==> src/rtl/gwc_pkg.sv <==
// gwc_pkg: shared constants, types and helper functions for the gray window
// convolver. No dependencies; imported by every module under rtl/ except gwc_ram.
package gwc_pkg;

  localparam int MAX_WIDTH  = 1024;
  localparam int MAX_KERNEL = 7;
  localparam int LINES      = (MAX_KERNEL > 1) ? MAX_KERNEL - 1 : 1;
  localparam int HALF_MAX   = (MAX_KERNEL - 1) / 2;
  localparam int TAPS       = MAX_KERNEL * MAX_KERNEL;

  localparam int PIX_W  = 8;
  localparam int COL_W  = 10;
  localparam int ROW_W  = 16;
  localparam int WID_W  = 11;
  localparam int HALF_W = 2;
  localparam int IDX_W  = 6;
  localparam int CFG_AW = 2;
  localparam int CFG_DW = 16;
  localparam int ADDR_W = $clog2(MAX_WIDTH);
  localparam int PROD_W = 2 * PIX_W;
  localparam int RSUM_W = PROD_W + $clog2(MAX_KERNEL);
  localparam int TSUM_W = RSUM_W + $clog2(MAX_KERNEL);

  localparam logic [PIX_W-1:0] PIX_MAX = 8'd255;

  localparam logic [WID_W-1:0]  WIDTH_RST  = 11'd640;
  localparam logic [ROW_W-1:0]  HEIGHT_RST = 16'd480;
  localparam logic [HALF_W-1:0] HALF_RST   = 2'd1;

  typedef enum logic {
    OP_COEF  = 1'b0,
    OP_PIXEL = 1'b1
  } gwc_op_t;

  typedef enum logic [CFG_AW-1:0] {
    CFG_WIDTH  = 2'd0,
    CFG_HEIGHT = 2'd1,
    CFG_HALF   = 2'd2
  } gwc_cfg_idx_t;

  typedef logic [PIX_W-1:0]  pix_t;
  typedef logic [PROD_W-1:0] prod_t;

  // effective (clamped) frame geometry
  typedef struct packed {
    logic [WID_W-1:0]  width;
    logic [ROW_W-1:0]  height;
    logic [HALF_W-1:0] half;
  } gwc_cfg_t;

  typedef struct packed {
    logic [ROW_W-1:0] row;
    logic [COL_W-1:0] col;
    logic             last;
  } gwc_meta_t;

  function automatic logic [WID_W-1:0] eff_width(input logic [WID_W-1:0] raw);
    logic [WID_W-1:0] w;
    w = raw;
    if (raw == '0) w = WID_W'(1);
    else if (raw > WID_W'(MAX_WIDTH)) w = WID_W'(MAX_WIDTH);
    return w;
  endfunction

  function automatic logic [ROW_W-1:0] eff_height(input logic [ROW_W-1:0] raw);
    return (raw == '0) ? ROW_W'(1) : raw;
  endfunction

  function automatic logic [HALF_W-1:0] eff_half(input logic [HALF_W-1:0] raw);
    return ({1'b0, raw} > (HALF_W+1)'(HALF_MAX)) ? HALF_W'(HALF_MAX) : raw;
  endfunction

endpackage

==> src/rtl/gwc_sum.sv <==
// gwc_sum: two-level registered adder tree over the product array, then
// saturation into the result register. Uses gwc_pkg.
module gwc_sum (
  input  logic                                 clk,
  input  logic                                 rst_n,
  input  logic                                 b_valid,
  output logic                                 b_ready,
  input  gwc_pkg::prod_t [gwc_pkg::TAPS-1:0]   b_prod,
  input  gwc_pkg::gwc_meta_t                   b_meta,
  output logic                                 out_valid,
  input  logic                                 out_stall,
  output logic [gwc_pkg::ROW_W-1:0]            out_row,
  output logic [gwc_pkg::COL_W-1:0]            out_col,
  output logic [gwc_pkg::PIX_W-1:0]            out_value,
  output logic                                 out_frame_last
);
  import gwc_pkg::*;

  logic                              out_ready;
  logic                              c_valid_r;
  logic [MAX_KERNEL-1:0][RSUM_W-1:0] row_sum;
  logic [MAX_KERNEL-1:0][RSUM_W-1:0] c_rows_r;
  gwc_meta_t                         c_meta_r;
  logic [TSUM_W-1:0]                 tsum;
  pix_t                              sat;
  logic                              out_valid_r;
  gwc_meta_t                         out_meta_r;
  pix_t                              out_value_r;

  assign out_ready = !out_valid_r || !out_stall;
  assign b_ready   = !c_valid_r || out_ready;

  always_comb begin
    for (int ky = 0; ky < MAX_KERNEL; ky++) begin
      row_sum[ky] = '0;
      for (int kx = 0; kx < MAX_KERNEL; kx++) begin
        row_sum[ky] = row_sum[ky] + RSUM_W'(b_prod[ky*MAX_KERNEL+kx]);
      end
    end
  end

  always_comb begin
    tsum = '0;
    for (int ky = 0; ky < MAX_KERNEL; ky++) begin
      tsum = tsum + TSUM_W'(c_rows_r[ky]);
    end
    sat = (tsum > TSUM_W'(PIX_MAX)) ? PIX_MAX : tsum[PIX_W-1:0];
  end

  always_ff @(posedge clk) begin
    if (!rst_n) begin
      c_valid_r   <= 1'b0;
      out_valid_r <= 1'b0;
    end else begin
      if (b_valid && b_ready) begin
        c_valid_r <= 1'b1;
      end else if (out_ready) begin
        c_valid_r <= 1'b0;
      end
      if (c_valid_r && out_ready) begin
        out_valid_r <= 1'b1;
      end else if (!out_stall) begin
        out_valid_r <= 1'b0;
      end
    end
  end

  always_ff @(posedge clk) begin
    if (b_valid && b_ready) begin
      c_rows_r <= row_sum;
      c_meta_r <= b_meta;
    end
    if (c_valid_r && out_ready) begin
      out_meta_r  <= c_meta_r;
      out_value_r <= sat;
    end
  end

  assign out_valid      = out_valid_r;
  assign out_row        = out_meta_r.row;
  assign out_col        = out_meta_r.col;
  assign out_value      = out_value_r;
  assign out_frame_last = out_meta_r.last;

endmodule

==> config.mk <==
export PLATFORM = sky130hd
export DESIGN_NAME = gwc_sum
export DESIGN_NICKNAME = d
export VERILOG_FILES = /design/src/rtl/gwc_pkg.sv /design/src/rtl/gwc_sum.sv
export SDC_FILE = /design/constraint.sdc
export NUM_CORES = 1
export LEC_CHECK = 0
export BUFFER_PORTS_ARGS = -buffer_cell sky130_fd_sc_hd__buf_2
export CAP_MARGIN = 20
export CORE_AREA = 2 2 332 334
export CTS_CLUSTER_SIZE = 40
export DETAILED_ROUTE_END_ITERATION = 10
export DIE_AREA = 0 0 334 336
export PLACE_DENSITY_LB_ADDON = 0.2
export SLEW_MARGIN = 0
export SYNTH_ARGS = -nofsm -noshare
export SYNTH_HDL_FRONTEND = slang
export SYNTH_SLANG_ARGS = --single-unit
==> constraint.sdc <==
create_clock -name clk -period 6.55 [get_ports clk]
set_clock_uncertainty 0.1 [all_clocks]
set_input_delay 0.655 -clock clk [delete_from_list [all_inputs] [get_ports clk]]
set_output_delay 0.655 -clock clk [all_outputs]
set_load 0.1 [all_outputs]
==> results.yml, run 1 <==
die:
  ios: 852
  die_h_um: 336
  die_width_um: 334
  core.rowCount: 121
  die_area_um2: 112200
  core_region_area_um2: 108400
  start_util_pct: 26.02
timing:
  final_max_slew_viol_count: 0
  setup_tns_ns: 0
  relSlewSlack_pct: 39.28
  rsz0062_at_grt: "false"
  fin_crit_sh_pct: 84.94
  setup_violations: 0
  fin_crit_ns: 5.564
  fmax_mhz: 179.7
  timing.final.hold_violations: 0
  worstMarginPinSlew_ns: 0.9109
layout:
  layout_commonest_cell: "inv_1"
  layout_common_cells: "inv_1 (859), buf_2 (851), fa_1 (639)"
  drive_gt1_share_pct: 26.37
  final_nets: 5036
  utilization_pct: 32.28
  areaGrowthSynthToFinish_pct: 24.07
clocking:
  cts_root_buf: "clkbuf_16"
  cts.sinks: 197
  clk_pin_slew_ns: 0.08
  cts_setup_buffers: 0
  htree_levels: 4
  cts_resized: 0
  insertion_delay_ns: 0.49
  cts_buffers: 17
  holdBufCountCts: 0
  cts_tree: "built"
  clockBufferDepth: 2
worst_setup_path:
  crit_slowest_cell: "nor4_4"
  r2r-start: "c_rows_r[58]"
  path_delay_family: "adder cells"
  reg2regPathDepth: 17
  start_kind: "flop"
  critical_path_arrival_ns: 5.67
  crit_chain: "fa_1 > inv_1 > fa_1 > fa_1 > inv_1 > ha_1 > ha_1 > inv_1 > fa_1 > nand2b_1 > a21o_1 > a211o_1 > a31oi_1 > a21oi_1 > nand4b_1 > nor4_4 > nand3_1"
  crit_buf_inv: 3
  reg2reg_to: "out_value[6]"
  crit_path_end_kind: "flop"
  cp_common_cell: "fa_1"
  required_ns: 6.65
  critPathMaxFanout: 8
  max_stage_delay_ns: 0.65
  crit_type: "reg2reg"
  r2r_slack_ns: 0.99
synthesis:
  synth_compound_area_share_pct: 6.704
  postSynthCellCount: 2535
  yosys.area_share.adder_pct: 52.95
  async_flop_share_pct: 0
  ys_types: 60
  syn_nets: 4160
  avgSynthCellArea_um2: 11.12
  synth_top_family_by_area: "adder cells"
  yosysWarnings: 0
  yosys_register_bits: 197
  synth_xor_xnor_area_share_pct: 3.013
  synthSimpleGateAreaFrac_pct: 4.880
  synthFlopType: "edfxtp_1"
  synth_seq_area_share_pct: 20.91
  syn_area_um2: 28200
  synth-edff-count: 195
  synth.area.mux_share_pct: 0.07542
route:
  postRouteAntennaNets: 0
  wl_mm: 86.95
  first_iter_violations: 769
  drc_errors: 0
  wl_per_cell_um: 17.92
  dr.pass1.iters: 6
  avgViaCountPerCell: 4.089
  vias: 19840
global_route:
  track_usage_pct: 15.85
  grt_max_degree: 102
  grt_pass1_vias: 21890
  antenna_found_initial: 32
  grt-ovfl-total: 0
  grt_pass1_wl_mm: 130.8
hold_path:
  holdPathStages: 1
  hold-path-endpoint: "c_meta_r[1]"
  min_from: "b_meta[1]"
  hold_class: "in2reg"
place:
  place.gp.congestion: 0.9057
  port_buffers: 851
  dp_hpwl_mm: 81.46
job:
  maxCapViolations: 0
status:
  status: "finished, final reports clean"
sequential cells by signal, indices dropped and copies added (netlist names):
name            flops
out_valid           1
c_rows_r          133
out_value           8
out_frame_last      1
out_col            10
c_meta_r           27
out_row            16
c_valid_r           1
final cells by class:
type	instances	area, µm²
Sequential cell	197	5896
Clock inverter	14	206.4
Inverter	861	3232
Timing Repair Buffer	858	4337
Fill cell	11420	73410
Tap cell	1414	1769
Clock buffer	18	429.2
Antenna cell	15	37.54
Multi-Input combinational cell	1476	19080
cell families after synthesis:
kind of cell / after synthesis
AOI/OAI and AO/OA: 288
xor gates and xnor gates: 97
adders and majority gates: 810
buffers and inverters: 862
DFF: 197
muxes: 2
and+or+nand+nor: 279
layer usage:
layer	wire length, µm	GRT usage, %
met4	713	2.281
met5	96	0
met3	3747	2.935
met1	35940	19.84
met2	46450	28.88
cells in the mapped netlist (13+ instances only):
master | count | area, µm²
a21oi_1 | 82 | 410.4
o21bai_1 | 20 | 150.1
edfxtp_1 | 195 | 5856
nand2_1 | 49 | 183.9
nand4_1 | 13 | 81.33
ha_1 | 171 | 2140
nand2b_1 | 18 | 112.6
nor2b_1 | 20 | 125.1
inv_1 | 859 | 3224
fa_1 | 639 | 12790
o21ai_0 | 44 | 220.2
nor3_1 | 31 | 155.2
xor2_1 | 20 | 175.2
xnor2_1 | 77 | 674.4
a31oi_1 | 16 | 100.1
o21a_1 | 22 | 165.2
nor2_1 | 92 | 345.3
nand3_1 | 19 | 95.09
a21o_1 | 32 | 240.2
worst max-delay path by stage:
stage	from	to	slack (ns)	cells past startpoint
after floorplan	out_valid	c_meta_r[0]	0.58	2
after global placement	b_prod[721]	c_rows_r[131]	0.62	17
after detailed placement	b_prod[721]	c_rows_r[131]	0.63	17
after CTS	c_rows_r[58]	out_value[3]	0.99	17
after global routing	c_rows_r[58]	out_value[7]	0.67	17
final	c_rows_r[58]	out_value[6]	0.99	17
per-stage QoR:
step | std cells | hold WS, ns | setup WS (ns) | cell area, µm²
finish | 4853 | 0.2375 | 0.9862 | 34990
global route | 4843 | 0.1860 | 0.6724 | 34960
CTS | 4838 | 0.1821 | 0.9888 | 34950
detailed placement | 4806 | 0.3045 | 0.6287 | 34320
global placement | 4805 | 0.3004 | 0.6174 | 34300
floorplan | 2535 | 0.3003 | 0.5755 | 28200
Power of run 1 is left out: the tool's default activity adds up to more than one toggle a clock period on the data nets, which glitch-free logic cannot reach.
==> inputs of run 2 (changes only) <==
CORE_AREA = 2 2 336 338   (was 2 2 332 334)
DIE_AREA = 0 0 338 340   (was 0 0 334 336)
clock period = 4.9 ns   (was 6.55 ns; I/O delays follow)
==> run 2 against run 1 <==
  * The run now ends with setup timing left
  * Clock-buffer cell count shrank 1
  * Register-to-register slack worse by 1.2 ns
  * Setup slack got worse by 1.2 ns
  * First-iteration DRC count down 10%
  * Non-clock buffer count up 183
  * Largest cell class unchanged
  * Design area is 5.0% higher
  * Die area up 2.4%
==> results.yml, run 2 (same netlist as run 1, synthesis figures left out) <==
status:
  status: "complete, but fails checks"
  violations: "setup timing"
worst_setup_path:
  crit_path_end_kind: "flop"
  max_stage_delay_ns: 0.57
  crit_type: "reg2reg"
  path_delay_family: "adder cells"
  reg2reg_to: "out_value[2]"
  crit_buf_inv: 5
  r2r_slack_ns: -0.23
  start_kind: "flop"
  critical_path_arrival_ns: 5.26
  crit_chain: "fa_1 > inv_2 > fa_1 > fa_1 > inv_2 > ha_4 > ha_4 > inv_2 > fa_2 > nand2b_4 > a21o_1 > a211o_1 > buf_4 > nand3_2 > and3_1 > o2111ai_2 > nor4_4 > buf_6 > nand3_1"
  critPathMaxFanout: 8
  crit_slowest_cell: "fa_1"
  required_ns: 5.04
  reg2regPathDepth: 19
  r2r-start: "c_rows_r[58]"
route:
  avgViaCountPerCell: 4.005
  dr.pass1.iters: 5
  first_iter_violations: 690
  drc_errors: 0
  wl_per_cell_um: 17.36
  vias: 20480
  postRouteAntennaNets: 0
  wl_mm: 88.80
timing:
  relSlewSlack_pct: 56.17
  final_max_slew_viol_count: 0
  worst_slack_ns: -0.2266
  fin_crit_sh_pct: 104.6
  setup_violations: 8
  worstMarginPinSlew_ns: 0.6575
  timing.final.hold_violations: 0
  fmax_mhz: 195.1
  rsz0062_at_grt: "true"
  fin_crit_ns: 5.127
place:
  dp.cells: 5068
  port_buffers: 851
  place.gp.congestion: 0.9031
  dp_hpwl_mm: 82.53
die:
  die_h_um: 340
  core_region_area_um2: 111600
  core.rowCount: 123
  die_area_um2: 114900
  die_width_um: 338
  start_util_pct: 25.28
  ios: 852
layout:
  areaGrowthSynthToFinish_pct: 30.25
  max_flop_register: "c_rows_r"
  drive_gt1_share_pct: 31.58
  stdcell_count: 5114
  largest_reg_flops: 133
  layout_commonest_cell: "inv_1"
  final_nets: 5219
  layout_common_cells: "inv_1 (852), buf_2 (851), fa_1 (631)"
clocking:
  clk_pin_slew_ns: 0.08
  cts.sinks: 197
  insertion_delay_ns: 0.49
  cts_tree: "built"
  cts_buffers: 17
  cts_root_buf: "clkbuf_16"
  htree_levels: 4
  clockBufferDepth: 2
global_route:
  grt_pass1_vias: 23100
  grt_pass1_wl_mm: 134.9
  antenna_found_initial: 28
  track_usage_pct: 15.88
  grt-ovfl-total: 0
  grt_max_degree: 62
hold_path:
  hold-path-endpoint: "c_meta_r[9]"
  hold_class: "in2reg"
  min_from: "b_meta[9]"
  holdPathStages: 1
job:
  maxCapViolations: 0
==> run 2: changes by cell type in the layout (fill, tap and decap cells not counted), moves of 7 or more <==
| cell | change |
|---|---|
| fa_2 | +8 |
| buf_4 | +181 |
| inv_1 | -7 |
| diode_2 | -8 |
| fa_1 | -8 |
| inv_2 | +7 |
==> run 2: how the worst max path moves through the flow <==
stage                  from       endpoint  slack (ns)  cells after the start
6_report       c_rows_r[58]   out_value[2]       -0.23                     19
5_1_grt        c_rows_r[58]   out_value[2]       -0.42                     19
4_1_cts        c_rows_r[77]   out_value[4]       -0.28                     18
3_5_place_dp    b_prod[610]  c_rows_r[113]       -0.54                     17
3_3_place_gp     b_prod[49]   c_rows_r[17]       -0.50                     20
2_1_floorplan  c_rows_r[58]   out_value[3]       0.003                     17
==> run 2: through the flow <==
| stage | instance area [µm²] | utilization (%) | hold WS [ns] | setup slack, ns | TNS, ns |
|---|---|---|---|---|---|
| after global routing | 36730 | 32.92 | 0.01230 | -0.4202 | -3.265 |
| after floorplan | 28210 | - | 0.3003 | 0.003297 | 0 |
| final | 36730 | 32.92 | 0.06487 | -0.2266 | -1.721 |
| after CTS | 36440 | 32.66 | 0.0008889 | -0.2831 | -2.167 |
| after global placement | 35750 | 32.04 | 0.3005 | -0.4998 | -13.17 |
| after detailed placement | 35770 | 32.05 | 0.3045 | -0.5354 | -13.35 |
==> run 2: area by class of cell <==
class	count	area, µm²
well taps	1500	1877
diodes	7	17.52
fillers	11620	74840
repair buffers	1041	5727
flip-flops and latches	197	5896
clock buffers	17	425.4
inverters	861	3232
clock inverters	15	196.4
multi-input cells	1476	19360
==> run 2: per-layer routing <==
metal  GRT usage (%)  part of all wire, %  routed length [µm]  up-vias
met5               0                 0.14                 123        -
met4           2.204                 0.68                 608       20
met3           2.626                  4.7                4152       50
met2           28.96                   53               47460      405
met1           19.98                   41               36450    10200
li1                -                    -                   -     9803
==> run 2: what timing repair did <==
item,CTS,global route
gates resized for setup,11,49
pin swaps,10,28
setup endpoints to repair,8,24
setup buffers,2,5
hold buffers,0,0
==> run 2: worst reg2reg max path, stage by stage, from the launching register on <==
cell and delay [ns]:
edfxtp_1 0.42, fa_1 0.57, inv_2 0.04, fa_1 0.48, fa_1 0.51, inv_2 0.05
ha_4 0.27, ha_4 0.13, inv_2 0.04, fa_2 0.39, nand2b_4 0.15, a21o_1 0.21
a211o_1 0.36, buf_4 0.17, nand3_2 0.07, and3_1 0.17, o2111ai_2 0.16, nor4_4 0.31
buf_6 0.17, nand3_1 0.09
Power of run 2 is left out for the same reason.
